==> src/hdl/pmrp_pkg.sv <==
// Package for the power meter reply parser: frame constants, status codes,
// the frame record passed from front to back, and the CRC-16 byte step.
// No dependencies.
package pmrp_pkg;

    localparam int PAYLOAD_BYTES = 20;
    localparam int HEADER_LEN    = 3;
    localparam int CRC_LEN       = 2;
    localparam int MIN_FRAME     = HEADER_LEN + PAYLOAD_BYTES + CRC_LEN;
    localparam int SHORT_LIMIT   = 5;

    localparam logic [15:0] CRC_INIT = 16'hFFFF;
    localparam logic [15:0] CRC_POLY = 16'hA001;

    localparam int WORD_W     = 16;
    localparam int PAIR_W     = 30;
    localparam int PAIR_SCALE = 10000;

    localparam int QUEUE_DEPTH = 4;
    localparam int QUEUE_AW    = $clog2(QUEUE_DEPTH);
    localparam int QUEUE_CW    = $clog2(QUEUE_DEPTH + 1);

    localparam int CFG_IDX_W  = 1;
    localparam int CFG_DATA_W = 8;
    localparam logic [CFG_IDX_W-1:0] CFG_DEVICE_ADDRESS = 1'd0;
    localparam logic [CFG_IDX_W-1:0] CFG_READ_COMMAND   = 1'd1;

    localparam logic [7:0] DEVICE_ADDRESS_RST = 8'd248;
    localparam logic [7:0] READ_COMMAND_RST   = 8'd4;

    typedef enum logic [2:0] {
        ST_OK    = 3'd0,
        ST_SHORT = 3'd1,
        ST_CRC   = 3'd2,
        ST_ADDR  = 3'd3,
        ST_CMD   = 3'd4,
        ST_COUNT = 3'd5
    } status_t;

    typedef logic [PAYLOAD_BYTES-1:0][7:0] payload_t;

    typedef struct packed {
        status_t  status;
        payload_t payload;
    } frame_rec_t;

    typedef struct packed {
        logic       valid;
        frame_rec_t rec;
    } rec_push_t;

    localparam int REC_W = $bits(frame_rec_t);

    function automatic logic [15:0] crc_byte(input logic [15:0] c_in, input logic [7:0] b);
        logic [15:0] c;
        c = c_in ^ {8'd0, b};
        for (int k = 0; k < 8; k++) begin
            if (c[0])
                c = (c >> 1) ^ CRC_POLY;
            else
                c = c >> 1;
        end
        return c;
    endfunction

endpackage

==> src/hdl/pmrp_front.sv <==
// Front end of the reply parser: holds the config registers, takes frame bytes,
// runs the CRC, stores header and payload and classifies the frame on its last byte.
// Depends on pmrp_pkg.
module pmrp_front
(
    input  logic                                clk,
    input  logic                                rst_n,
    input  logic                                take,
    input  logic [7:0]                          rx_byte,
    input  logic                                frame_end,
    input  logic                                cfg_wr_en,
    input  logic [pmrp_pkg::CFG_IDX_W-1:0]      cfg_index,
    input  logic [pmrp_pkg::CFG_DATA_W-1:0]     cfg_data,
    output pmrp_pkg::rec_push_t                 rec_push
);

    logic [7:0]              dev_addr_reg;
    logic [7:0]              read_cmd_reg;
    logic [15:0]             crc_reg;
    logic [15:0]             crc_next;
    logic [1:0][7:0]         tail_reg;
    logic [7:0]              byte_index_reg;
    logic [7:0]              byte_index_next;
    logic [pmrp_pkg::HEADER_LEN-1:0][7:0] header_reg;
    pmrp_pkg::payload_t      payload_reg;
    logic [15:0]             crc_step;
    pmrp_pkg::status_t       status;

    // Configuration writes
    always_ff @(posedge clk or negedge rst_n)
    begin
        if (!rst_n)
        begin
            dev_addr_reg <= pmrp_pkg::DEVICE_ADDRESS_RST;
            read_cmd_reg <= pmrp_pkg::READ_COMMAND_RST;
        end
        else if (cfg_wr_en)
        begin
            case (cfg_index)
                pmrp_pkg::CFG_DEVICE_ADDRESS: dev_addr_reg <= cfg_data;
                pmrp_pkg::CFG_READ_COMMAND:   read_cmd_reg <= cfg_data;
                default: ;
            endcase
        end
    end

    // Fold in the byte two places back; the last two bytes of a frame are the CRC
    always_comb
    begin
        if (byte_index_reg >= 8'd2)
            crc_step = pmrp_pkg::crc_byte(crc_reg, tail_reg[0]);
        else
            crc_step = crc_reg;
        crc_next = crc_step;
        if (byte_index_reg != 8'hFF)
            byte_index_next = byte_index_reg + 8'd1;
        else
            byte_index_next = byte_index_reg;
    end

    // Classify; first failing check wins
    always_comb
    begin
        if (byte_index_reg < 8'(pmrp_pkg::SHORT_LIMIT))
            status = pmrp_pkg::ST_SHORT;
        else if (tail_reg[1] != crc_step[7:0] || rx_byte != crc_step[15:8])
            status = pmrp_pkg::ST_CRC;
        else if (header_reg[0] != dev_addr_reg)
            status = pmrp_pkg::ST_ADDR;
        else if (header_reg[1] != read_cmd_reg)
            status = pmrp_pkg::ST_CMD;
        else if (header_reg[2] != 8'(pmrp_pkg::PAYLOAD_BYTES))
            status = pmrp_pkg::ST_COUNT;
        else if (byte_index_reg < 8'(pmrp_pkg::MIN_FRAME - 1))
            status = pmrp_pkg::ST_SHORT;
        else
            status = pmrp_pkg::ST_OK;
    end

    always_ff @(posedge clk or negedge rst_n)
    begin
        if (!rst_n)
        begin
            crc_reg        <= pmrp_pkg::CRC_INIT;
            tail_reg       <= '0;
            byte_index_reg <= '0;
        end
        else if (take)
        begin
            if (frame_end)
            begin
                crc_reg        <= pmrp_pkg::CRC_INIT;
                tail_reg       <= '0;
                byte_index_reg <= '0;
            end
            else
            begin
                crc_reg        <= crc_next;
                tail_reg       <= {rx_byte, tail_reg[1]};
                byte_index_reg <= byte_index_next;
            end
        end
    end

    // Header and payload capture; each byte register decodes its own position
    always_ff @(posedge clk)
    begin
        if (take)
        begin
            for (int j = 0; j < pmrp_pkg::HEADER_LEN; j++)
            begin
                if (byte_index_reg == 8'(j))
                    header_reg[j] <= rx_byte;
            end
            for (int j = 0; j < pmrp_pkg::PAYLOAD_BYTES; j++)
            begin
                if (byte_index_reg == 8'(j + pmrp_pkg::HEADER_LEN))
                    payload_reg[j] <= rx_byte;
            end
        end
    end

    always_comb
    begin
        rec_push.valid       = take && frame_end;
        rec_push.rec.status  = status;
        rec_push.rec.payload = payload_reg;
    end

endmodule

==> src/hdl/pmrp_fifo.sv <==
// Short queue of classified frame records between front and back end.
// Depends on pmrp_pkg.
module pmrp_fifo
(
    input  logic                  clk,
    input  logic                  rst_n,
    input  pmrp_pkg::rec_push_t   rec_push,
    input  logic                  q_pop,
    output pmrp_pkg::frame_rec_t  q_head,
    output logic                  q_empty,
    output logic                  q_full
);

    pmrp_pkg::frame_rec_t             mem [pmrp_pkg::QUEUE_DEPTH];
    logic [pmrp_pkg::QUEUE_AW-1:0]    wr_ptr_reg;
    logic [pmrp_pkg::QUEUE_AW-1:0]    rd_ptr_reg;
    logic [pmrp_pkg::QUEUE_CW-1:0]    count_reg;
    logic                             do_push;
    logic                             do_pop;

    assign q_empty = (count_reg == '0);
    assign q_full  = (count_reg == pmrp_pkg::QUEUE_CW'(pmrp_pkg::QUEUE_DEPTH));
    assign do_push = rec_push.valid && !q_full;
    assign do_pop  = q_pop && !q_empty;
    assign q_head  = mem[rd_ptr_reg];

    always_ff @(posedge clk)
    begin
        if (do_push)
            mem[wr_ptr_reg] <= rec_push.rec;
    end

    always_ff @(posedge clk or negedge rst_n)
    begin
        if (!rst_n)
        begin
            wr_ptr_reg <= '0;
            rd_ptr_reg <= '0;
            count_reg  <= '0;
        end
        else
        begin
            if (do_push)
            begin
                if (wr_ptr_reg == pmrp_pkg::QUEUE_AW'(pmrp_pkg::QUEUE_DEPTH - 1))
                    wr_ptr_reg <= '0;
                else
                    wr_ptr_reg <= wr_ptr_reg + pmrp_pkg::QUEUE_AW'(1);
            end
            if (do_pop)
            begin
                if (rd_ptr_reg == pmrp_pkg::QUEUE_AW'(pmrp_pkg::QUEUE_DEPTH - 1))
                    rd_ptr_reg <= '0;
                else
                    rd_ptr_reg <= rd_ptr_reg + pmrp_pkg::QUEUE_AW'(1);
            end
            if (do_push && !do_pop)
                count_reg <= count_reg + pmrp_pkg::QUEUE_CW'(1);
            else if (do_pop && !do_push)
                count_reg <= count_reg - pmrp_pkg::QUEUE_CW'(1);
        end
    end

endmodule

==> src/hdl/pmrp_back.sv <==
// Back end of the reply parser: turns a frame record into readings over two
// stages (scale high words, then add low words) and holds the result for pop.
// Depends on pmrp_pkg.
module pmrp_back
(
    input  logic                              clk,
    input  logic                              rst_n,
    input  pmrp_pkg::frame_rec_t              q_head,
    input  logic                              q_empty,
    output logic                              q_pop,
    input  logic                              pop,
    output logic                              empty,
    output logic [2:0]                        frame_status,
    output logic [pmrp_pkg::WORD_W-1:0]       volts_tenths,
    output logic [pmrp_pkg::PAIR_W-1:0]       current_milli,
    output logic [pmrp_pkg::PAIR_W-1:0]       power_tenths,
    output logic [pmrp_pkg::PAIR_W-1:0]       energy_units,
    output logic [pmrp_pkg::WORD_W-1:0]       freq_tenths,
    output logic [pmrp_pkg::WORD_W-1:0]       pf_hundredths
);

    localparam int NPAIR = 3;

    logic                                   s1_valid_reg;
    pmrp_pkg::status_t                      s1_status_reg;
    logic [pmrp_pkg::WORD_W-1:0]            s1_volts_reg;
    logic [pmrp_pkg::WORD_W-1:0]            s1_freq_reg;
    logic [pmrp_pkg::WORD_W-1:0]            s1_pf_reg;
    logic [NPAIR-1:0][pmrp_pkg::WORD_W-1:0] s1_low_reg;
    logic [NPAIR-1:0][pmrp_pkg::PAIR_W-1:0] s1_prod_reg;

    logic                                   s2_valid_reg;
    pmrp_pkg::status_t                      s2_status_reg;
    logic [pmrp_pkg::WORD_W-1:0]            s2_volts_reg;
    logic [pmrp_pkg::WORD_W-1:0]            s2_freq_reg;
    logic [pmrp_pkg::WORD_W-1:0]            s2_pf_reg;
    logic [NPAIR-1:0][pmrp_pkg::PAIR_W-1:0] s2_pair_reg;

    logic                                   s1_ready;
    logic                                   s2_ready;
    logic [NPAIR-1:0][pmrp_pkg::WORD_W-1:0] low_word;
    logic [NPAIR-1:0][pmrp_pkg::WORD_W-1:0] high_word;
    logic                                   s1_ok;

    // Advance a stage when the one after it is free or drains this cycle
    assign s2_ready = !s2_valid_reg || pop;
    assign s1_ready = !s1_valid_reg || s2_ready;
    assign q_pop    = s1_ready && !q_empty;

    // Pairs start at payload bytes 2, 6 and 10: low word then high word
    always_comb
    begin
        for (int p = 0; p < NPAIR; p++)
        begin
            low_word[p]  = {q_head.payload[2 + 4*p], q_head.payload[3 + 4*p]};
            high_word[p] = {q_head.payload[4 + 4*p], q_head.payload[5 + 4*p]};
        end
    end

    always_ff @(posedge clk or negedge rst_n)
    begin
        if (!rst_n)
            s1_valid_reg <= 1'b0;
        else if (s1_ready)
            s1_valid_reg <= !q_empty;
    end

    always_ff @(posedge clk)
    begin
        if (q_pop)
        begin
            s1_status_reg <= q_head.status;
            s1_volts_reg  <= {q_head.payload[0], q_head.payload[1]};
            s1_freq_reg   <= {q_head.payload[14], q_head.payload[15]};
            s1_pf_reg     <= {q_head.payload[16], q_head.payload[17]};
            for (int p = 0; p < NPAIR; p++)
            begin
                s1_low_reg[p]  <= low_word[p];
                s1_prod_reg[p] <= pmrp_pkg::PAIR_W'(high_word[p])
                                * pmrp_pkg::PAIR_W'(pmrp_pkg::PAIR_SCALE);
            end
        end
    end

    // Zero every reading of a failed frame
    assign s1_ok = (s1_status_reg == pmrp_pkg::ST_OK);

    always_ff @(posedge clk or negedge rst_n)
    begin
        if (!rst_n)
            s2_valid_reg <= 1'b0;
        else if (s2_ready)
            s2_valid_reg <= s1_valid_reg;
    end

    always_ff @(posedge clk)
    begin
        if (s2_ready && s1_valid_reg)
        begin
            s2_status_reg <= s1_status_reg;
            s2_volts_reg  <= s1_ok ? s1_volts_reg : '0;
            s2_freq_reg   <= s1_ok ? s1_freq_reg : '0;
            s2_pf_reg     <= s1_ok ? s1_pf_reg : '0;
            for (int p = 0; p < NPAIR; p++)
            begin
                s2_pair_reg[p] <= s1_ok
                    ? (pmrp_pkg::PAIR_W'(s1_low_reg[p]) + s1_prod_reg[p]) : '0;
            end
        end
    end

    assign empty         = !s2_valid_reg;
    assign frame_status  = s2_status_reg;
    assign volts_tenths  = s2_volts_reg;
    assign current_milli = s2_pair_reg[0];
    assign power_tenths  = s2_pair_reg[1];
    assign energy_units  = s2_pair_reg[2];
    assign freq_tenths   = s2_freq_reg;
    assign pf_hundredths = s2_pf_reg;

endmodule

==> src/hdl/power_meter_reply_parser.sv <==
// Power meter reply parser: in-order frame bytes in, one status and reading item
// out per frame. Depends on pmrp_pkg, pmrp_front, pmrp_fifo and pmrp_back.
//
// Usage:
//   Input side is a queue: drive rx_byte and frame_end (high on the frame's
//   last byte) and raise push; the item is taken at an edge with push high
//   and full low. One byte per clock is sustained; full rises only when four
//   classified frames wait in the middle queue and the result side is stalled.
//   Result side is a queue too: while empty is low the oldest result is on
//   frame_status and the reading ports; pop it at an edge with pop high.
//   The record of a frame's last byte is written to the middle queue, then moves
//   through the back-end registers s1 and s2. A new result can be popped every
//   cycle, so frames of any length stream through at one byte per cycle.
//   A stalled receiver holds the result steady; frames keep classifying into
//   the middle queue until it fills, and then full throttles the sender.
//   Failed frames report their status with all readings at zero.
//   Config: cfg_wr_en with cfg_index 0 (device address) or 1 (read command)
//   writes cfg_data at the edge; write only while no frame is in flight.
//   Reset: clears the frame state, the queues and restores address 248 and
//   command 4; no clearing pass is needed.
module power_meter_reply_parser
(
    input  logic                                clk,
    input  logic                                rst_n,
    input  logic                                push,
    output logic                                full,
    input  logic [7:0]                          rx_byte,
    input  logic                                frame_end,
    input  logic                                cfg_wr_en,
    input  logic [pmrp_pkg::CFG_IDX_W-1:0]      cfg_index,
    input  logic [pmrp_pkg::CFG_DATA_W-1:0]     cfg_data,
    output logic                                empty,
    input  logic                                pop,
    output logic [2:0]                          frame_status,
    output logic [pmrp_pkg::WORD_W-1:0]         volts_tenths,
    output logic [pmrp_pkg::PAIR_W-1:0]         current_milli,
    output logic [pmrp_pkg::PAIR_W-1:0]         power_tenths,
    output logic [pmrp_pkg::PAIR_W-1:0]         energy_units,
    output logic [pmrp_pkg::WORD_W-1:0]         freq_tenths,
    output logic [pmrp_pkg::WORD_W-1:0]         pf_hundredths
);

    pmrp_pkg::rec_push_t   rec_push;
    pmrp_pkg::frame_rec_t  q_head;
    logic                  q_empty;
    logic                  q_full;
    logic                  q_pop;
    logic                  take;

    // Hold off every byte while the middle queue is full so a last byte always has a slot
    assign full = q_full;
    assign take = push && !q_full;

    pmrp_front u_front
    (
        .clk       (clk),
        .rst_n     (rst_n),
        .take      (take),
        .rx_byte   (rx_byte),
        .frame_end (frame_end),
        .cfg_wr_en (cfg_wr_en),
        .cfg_index (cfg_index),
        .cfg_data  (cfg_data),
        .rec_push  (rec_push)
    );

    pmrp_fifo u_fifo
    (
        .clk      (clk),
        .rst_n    (rst_n),
        .rec_push (rec_push),
        .q_pop    (q_pop),
        .q_head   (q_head),
        .q_empty  (q_empty),
        .q_full   (q_full)
    );

    pmrp_back u_back
    (
        .clk           (clk),
        .rst_n         (rst_n),
        .q_head        (q_head),
        .q_empty       (q_empty),
        .q_pop         (q_pop),
        .pop           (pop),
        .empty         (empty),
        .frame_status  (frame_status),
        .volts_tenths  (volts_tenths),
        .current_milli (current_milli),
        .power_tenths  (power_tenths),
        .energy_units  (energy_units),
        .freq_tenths   (freq_tenths),
        .pf_hundredths (pf_hundredths)
    );

endmodule

==> config.mk <==
export PLATFORM = sky130hd
export DESIGN_NAME = power_meter_reply_parser
export DESIGN_NICKNAME = d
export VERILOG_FILES = /design/src/hdl/pmrp_pkg.sv /design/src/hdl/pmrp_front.sv /design/src/hdl/pmrp_fifo.sv /design/src/hdl/pmrp_back.sv /design/src/hdl/power_meter_reply_parser.sv
export SDC_FILE = /design/constraint.sdc
export NUM_CORES = 1
export LEC_CHECK = 0
export BUFFER_PORTS_ARGS = -buffer_cell sky130_fd_sc_hd__buf_2
export CORE_MARGIN = 1
export CORE_UTILIZATION = 35
export DETAILED_ROUTE_END_ITERATION = 10
export PLACE_DENSITY = 0.61
export REMOVE_ABC_BUFFERS = 1
export SYNTH_ARGS = -nofsm -noshare
export SYNTH_HDL_FRONTEND = slang
export SYNTH_SLANG_ARGS = --single-unit
==> constraint.sdc <==
create_clock -name clk -period 23 [get_ports clk]
set_clock_uncertainty 0.2 [all_clocks]
set_input_delay 3.45 -clock clk [delete_from_list [all_inputs] [get_ports clk]]
set_output_delay 3.45 -clock clk [all_outputs]
set_load 0.02 [all_outputs]
Word level (Yosys, flattened, before mapping)
Memory sizes are Yosys's and may differ from the RTL's.
Cells that the tools add are included.
{"block": "word_totals", "mem_count": 1, "wordCells": 187, "latchBits": 0, "in_bits": 23, "rom_bits": 0, "ram_bits": 652, "reg_bits": 567, "out_inout_bits": 143}
{"block": "op_classes", "n_shift": 0, "n_mul": 3, "muxes": 32, "n_reduce_logical": 48, "div": 0, "n_addsub": 8, "eq_ne": 31, "bitwise_logic": 10, "magnitude_cmp": 3}
{"name": "u_fifo.mem", "words": 4, "width": 163, "read_ports": 1, "rd_ports_with_merged_regs": 0, "wr": 1, "line_no": "pmrp_fifo.sv:14", "text": "pmrp_pkg::frame_rec_t mem [pmrp_pkg::QUEUE_DEPTH];"}
{"op": "$mux W16", "count": 18}
{"op": "$add A16 B30 Y30", "count": 3}
{"op": "$mul A16 B10 Y26 const B", "count": 3}
{"op": "$eq A8 B4 Y1 const B", "count": 8}
{"op": "$eq A8 B5 Y1 const B", "count": 7}
{"op": "$reduce_and A2 Y1", "count": 26}
{"op": "$eq A8 B3 Y1 const B", "count": 4}
{"op": "$ne A8 B8 Y1", "count": 4}
{"op": "$not A2 Y3", "count": 8}
{"op": "$mux W3", "count": 7}
{"op": "$eq A8 B2 Y1 const B", "count": 2}
{"op": "$mux W8", "count": 2}
{"op": "$xor A16 B8 Y16", "count": 1}
{"op": "$add A8 B1 Y8 const B", "count": 1}
{"op": "$eq A8 B1 Y1 const B", "count": 1}
{"op": "$ge A8 B2 Y1 const B", "count": 1}
{"op": "$logic_and A1 B1 Y1", "count": 8}
{"op": "$logic_not A8 Y1", "count": 1}
{"op": "$lt A8 B3 Y1 const B", "count": 1}
{"op": "$lt A8 B5 Y1 const B", "count": 1}
{"op": "$ne A8 B5 Y1 const B", "count": 1}
{"op": "$ne A8 B8 Y1 const B", "count": 1}
{"op": "$logic_not A1 Y1", "count": 6}
{"op": "$logic_not A3 Y1", "count": 2}
{"op": "other kinds (10)", "count": 18}

Longest topological paths before layout
{"block": "depth", "ltp_word": 29, "ltp_mapped": 24, "mapped_depth_nobuf": 21}

By module
Synthesis repeated with hierarchy kept, for this count alone.
{"block": "unflattened", "cells_unflattened": 3267, "area_unflattened_um2": 54217.0}
{"mod": "pmrp_fifo", "cells_per_inst": 889, "seq_area_each_um2": 19753.9, "n_inst": 1, "area_per_inst_um2": 24078.1}
{"mod": "pmrp_back", "cells_per_inst": 1804, "seq_area_each_um2": 9599.2, "n_inst": 1, "area_per_inst_um2": 20936.3}
{"mod": "pmrp_front", "cells_per_inst": 573, "seq_area_each_um2": 6954.2, "n_inst": 1, "area_per_inst_um2": 9188.8}
{"mod": "power_meter_reply_parser", "cells_per_inst": 1, "seq_area_each_um2": 0.0, "n_inst": 1, "area_per_inst_um2": 13.8}

Worst setup path after synthesis
Ideal clock, no wire load.
{"block": "synth_timing", "path_type": "in2reg", "startpoint": "in pop", "endpoint": "reg u_fifo.count_reg[1] (netlist name)", "cell_stages": 7, "slack_ps": 8946, "setup_ps": 125, "n_path_buf": 0, "arrival_ps": 13729, "required_time_ps": 22675, "cell_sequence": "nor2_1 a21oi_1 inv_1 ha_1 inv_1 fa_1 mux2_2"}
{"block": "synth_via", "elab_chain_len": 7}
{"item": "from (decl)", "line_no": "power_meter_reply_parser.sv:33", "text": "input logic pop,"}
{"item": "$logic_or A1 B1 Y1 *", "line_no": "pmrp_back.sv:46", "text": "assign s2_ready = !s2_valid_reg || pop;"}
{"item": "$logic_or A1 B1 Y1 *", "line_no": "pmrp_back.sv:47", "text": "assign s1_ready = !s1_valid_reg || s2_ready;"}
{"item": "$logic_and A1 B1 Y1 *", "line_no": "pmrp_back.sv:48", "text": "assign q_pop = s1_ready && !q_empty;"}
{"item": "net q_pop", "line_no": "power_meter_reply_parser.sv:47", "text": "logic q_pop;"}
{"item": "$logic_and A1 B1 Y1 *", "line_no": "pmrp_fifo.sv:24", "text": "assign do_pop = q_pop && !q_empty;"}
{"item": "$logic_not A1 Y1", "line_no": "pmrp_fifo.sv:57", "text": "if (do_push && !do_pop)"}
{"item": "$logic_and A1 B1 Y1", "line_no": "pmrp_fifo.sv:57"}
{"item": "$mux W3 or $reduce_bool A2 Y1 (tied branches)"}
{"item": "to (signal assigned)", "line_no": "pmrp_fifo.sv:58", "text": "count_reg <= count_reg + pmrp_pkg::QUEUE_CW'(1);"}
{"item": "to (signal assigned)", "line_no": "pmrp_fifo.sv:60", "text": "count_reg <= count_reg - pmrp_pkg::QUEUE_CW'(1);"}
{"item": "to (decl)", "line_no": "pmrp_fifo.sv:17", "text": "logic [pmrp_pkg::QUEUE_CW-1:0] count_reg;"}
The timed path passes the listed nets; every way through them passes the cells marked *.
A chain may end at the register's enable or synchronous reset.

Worst setup path in the final report
{"block": "layout_timing", "startpoint": "reg u_fifo.rd_ptr_reg[1] (netlist name)", "endpoint": "reg u_back.s1_prod_reg[88] (netlist name), data pin"}
{"block": "layout_via", "elab_chain_len": 2}
{"item": "from (decl)", "line_no": "pmrp_fifo.sv:16", "text": "logic [pmrp_pkg::QUEUE_AW-1:0] rd_ptr_reg;"}
{"item": "from (signal assigned)", "line_no": "pmrp_fifo.sv:55", "text": "rd_ptr_reg <= rd_ptr_reg + pmrp_pkg::QUEUE_AW'(1);"}
{"item": "$mem_v2 Z4 W163"}
{"item": "$mul A16 B10 Y26", "line_no": "pmrp_back.sv:80", "text": "* pmrp_pkg::PAIR_W'(pmrp_pkg::PAIR_SCALE);"}
{"item": "to (signal, indexed assignment)", "line_no": "pmrp_back.sv:79", "text": "s1_prod_reg[p] <= pmrp_pkg::PAIR_W'(high_word[p])"}
{"item": "to (decl)", "line_no": "pmrp_back.sv:30", "text": "logic [NPAIR-1:0][pmrp_pkg::PAIR_W-1:0] s1_prod_reg;"}
Every way passes these cells.

==> flow_summary.toml <==
[clock_tree]
clk_path_buf_depth = 3
numCtsBuffers = 116
post_cts_resized = 0
postCtsHoldBufs = 0
clock_tree.root_cell = "sky130_fd_sc_hd__clkbuf_16"
htree_num_levels = 3
postCtsSetupRepairBufs = 0
path_clk_slew_ps = 60
clock_insertion_delay_worst_skew_ps = 780
cts_tree = "done"
clock_sinks = 1139

[final_layout]
syn_to_layout_area_delta_pct = 14.5
fin_nets = 3635
post_layout_nonfiller_instances = 5237
drive_gt1_frac = 0.181
postLayoutCellArea_um2 = 57600
largest_register_ffs = 588

[sta]
setup_total_negative_slack_ps = 0
setup_slack_ps = 15600
worst-slew-pin-transition_ps = 1250
period_needed_ps = 7400
grt_setup_unrepaired = "no"
max_clock_freq_ghz = 0.135
setup_viol = 0
drv_slew = 0
timing.final.hold_violations = 0
timing.final.crit_share = 0.322
timing.max_slew.rel_slack = 0.158

[run]
max_capacitance_violation_count = 0

[floorplanning]
core_um2 = 142000
die-area_um2 = 145000
placementRows = 138
die_width_um = 381
start_util = 0.354
boundary_pin_count = 166
overall_die_height_um = 381

[routing]
drtPass1Iterations = 5
post-route-drc-count = 0
total_routed_length_mm = 102
routed-via-count = 25242
average_routed_wire_per_standard_cell_um = 19.4
antenna_violating_nets_post_route = 0
vias_per_cell = 4.82
first_iter_violations = 1642

[placed_design]
dp_worst_setup_slack_ps = 15530
detailedPlacementHpwl_mm = 62.8
place.gp.congestion = 0.774
placed_cells_incl_taps = 5019
io_buf_count = 165
placed_area_um2 = 53700

[hold_path]
worst_hold_startpoint = "u_front.rec_push[118]"
min_to = "u_fifo.mem[0][118]"
worst_hold_path_type = "flop to flop"
min_delay_path_depth = 0

[worst_setup_path]
worst-endpoint-arrival_ps = 7690
critical_path_peak_fanout = 42
worstPathRequired_ps = 23290
crit_path_end_kind = "flop"
path_class = "flop to flop"
crit_path_start_kind = "flop"
regToRegStartpoint = "u_fifo.rd_ptr_reg[1]"
reg2regPathDepth = 18
ff_to_ff_setup_slack_ps = 15600
timing.rr.end = "u_back.s1_prod_reg[88]"
worst_setup_path_startpoint = "u_fifo.rd_ptr_reg[1]"

[outcome]
outcome = "complete, no violations"

[synth]
yosysWarnings = 0
count_of_flip_flops_with_a_built_in_enable_after_synthesis = 1074
yosys_register_bits = 1139
synth.yosys.seq_area_share = 0.674
mappedNetlistArea_um2 = 50300
ys_async_sr_fraction = 0.0571
synthFlopType = "sky130_fd_sc_hd__edfxtp_1"
synth.distinct_cells = 66
instance_count_of_the_mapped_netlist = 2998
syn-mean-instance-area_um2 = 16.8

[global_route]
track_usage = 0.140
largest_net_degree_at_the_start_of_global_routing = 108
grt_first_pass_wirelength_mm = 156
grt.overflow.total = 0
grt_pass1_vias = 25837
initial_antenna_violation_count = 12
final cells by class:
| class | instances | area [um^2] |
|---|---|---|
| Inverter | 262 | 983 |
| Timing Repair Buffer | 202 | 1120 |
| Tap cell | 1890 | 2360 |
| Sequential cell | 1139 | 33900 |
| Clock buffer | 143 | 3030 |
| Antenna cell | 2 | 5.00 |
| Multi-Input combinational cell | 1526 | 15300 |
| Fill cell | 12783 | 84500 |
| Clock inverter | 73 | 917 |
cells in the mapped netlist (10+ instances only):
cell type | number | area [um^2]
sky130_fd_sc_hd__a211oi_1 | 15 | 113
sky130_fd_sc_hd__a21o_1 | 34 | 255
sky130_fd_sc_hd__a21oi_1 | 84 | 420
sky130_fd_sc_hd__and2_1 | 69 | 432
sky130_fd_sc_hd__and3_1 | 21 | 131
sky130_fd_sc_hd__buf_1 | 24 | 90.1
sky130_fd_sc_hd__clkbuf_1 | 45 | 169
sky130_fd_sc_hd__dfrtp_1 | 43 | 1080
sky130_fd_sc_hd__dfstp_2 | 22 | 578
sky130_fd_sc_hd__edfxtp_1 | 1074 | 32300
sky130_fd_sc_hd__fa_1 | 95 | 1900
sky130_fd_sc_hd__ha_1 | 270 | 3380
sky130_fd_sc_hd__inv_1 | 262 | 983
sky130_fd_sc_hd__mux2_2 | 20 | 225
sky130_fd_sc_hd__mux4_2 | 153 | 3450
sky130_fd_sc_hd__nand2_1 | 98 | 368
sky130_fd_sc_hd__nand2b_1 | 11 | 68.8
sky130_fd_sc_hd__nand3_1 | 31 | 155
sky130_fd_sc_hd__nand3b_1 | 16 | 120
sky130_fd_sc_hd__nand4_1 | 11 | 68.8
sky130_fd_sc_hd__nor2_1 | 128 | 480
sky130_fd_sc_hd__nor2b_1 | 16 | 100
sky130_fd_sc_hd__nor3_1 | 46 | 230
sky130_fd_sc_hd__nor3b_1 | 10 | 75.1
sky130_fd_sc_hd__nor4_1 | 22 | 138
sky130_fd_sc_hd__o21a_1 | 15 | 113
sky130_fd_sc_hd__o21ai_0 | 42 | 210
sky130_fd_sc_hd__o22a_1 | 18 | 158
sky130_fd_sc_hd__or3_1 | 26 | 163
sky130_fd_sc_hd__xnor2_1 | 109 | 955
sky130_fd_sc_hd__xor2_1 | 68 | 596
stage by stage:
stage,utilization,hold slack (ps)
4_1_cts,0.406,236
6_report,0.406,246
3_3_place_gp,0.378,269
2_1_floorplan,-,242
3_5_place_dp,0.378,272
5_1_grt,0.406,259
how the worst max path moves through the flow:
stage / to / slack, ps
finish: u_back.s1_prod_reg[88] / 15600
global route: u_back.s1_prod_reg[89] / 15100
CTS: u_back.s1_prod_reg[89] / 15510
detailed placement: u_back.s1_prod_reg[88] / 15530
global placement: u_back.s1_prod_reg[89] / 15540
floorplan: u_fifo.count_reg[1] / 8950
cells by family (layout without fill, tap and decap cells):
family	count (synthesis)	in the layout	synth area share
fa+ha+maj	365	365	0.105
xor+xnor	183	183	0.0335
flops	1139	1139	0.674
compound gates	271	271	0.0350
simple gates	531	531	0.0543
buf+inv	333	680	0.0250
other cells	0	2	0
mux	176	176	0.0735
worst max-delay path, cell delays in order (launching register included):
cell	delay (ps)
sky130_fd_sc_hd__dfrtp_4	810
sky130_fd_sc_hd__buf_4	670
sky130_fd_sc_hd__buf_4	590
sky130_fd_sc_hd__mux4_2	490
sky130_fd_sc_hd__ha_1	370
sky130_fd_sc_hd__xor2_1	170
sky130_fd_sc_hd__ha_1	300
sky130_fd_sc_hd__fa_1	380
sky130_fd_sc_hd__ha_1	320
sky130_fd_sc_hd__fa_1	470
sky130_fd_sc_hd__ha_1	350
sky130_fd_sc_hd__a21o_1	190
sky130_fd_sc_hd__a2111oi_0	480
sky130_fd_sc_hd__o31ai_1	180
sky130_fd_sc_hd__and3_1	190
sky130_fd_sc_hd__or4_1	530
sky130_fd_sc_hd__a41oi_1	230
sky130_fd_sc_hd__o21ai_1	90
sky130_fd_sc_hd__xor2_1	140
routing by layer:
metal  share of wire  routed length (um)  global-route usage  vias up
met5         0.00037                  38                   0        -
met4           0.019                1930              0.0382        6
met3           0.045                4530              0.0236      140
met2            0.48               48900               0.230      469
met1            0.46               46300               0.190    12845
li1                -                   -                   -    11782
placed cells by master (no fill, tap or decap), types with 31 or more instances in the layout:
master	synthesis	routed
sky130_fd_sc_hd__and2_1	69	68
sky130_fd_sc_hd__clkbuf_16	0	116
sky130_fd_sc_hd__dfrtp_1	43	41
sky130_fd_sc_hd__mux4_2	153	153
sky130_fd_sc_hd__nand2_1	98	98
sky130_fd_sc_hd__inv_1	262	262
sky130_fd_sc_hd__xor2_1	68	68
sky130_fd_sc_hd__nor3_1	46	39
sky130_fd_sc_hd__a21o_1	34	34
sky130_fd_sc_hd__edfxtp_1	1074	1074
sky130_fd_sc_hd__fa_1	95	95
sky130_fd_sc_hd__xnor2_1	109	109
sky130_fd_sc_hd__ha_1	270	270
sky130_fd_sc_hd__nor2_1	128	128
sky130_fd_sc_hd__nand3_1	31	31
sky130_fd_sc_hd__o21ai_0	42	42
sky130_fd_sc_hd__buf_4	0	36
sky130_fd_sc_hd__a21oi_1	84	83
sky130_fd_sc_hd__buf_2	1	165
Power is not shown: default switching activity piles up to over one toggle a cycle in this logic, so the estimate is an artifact.
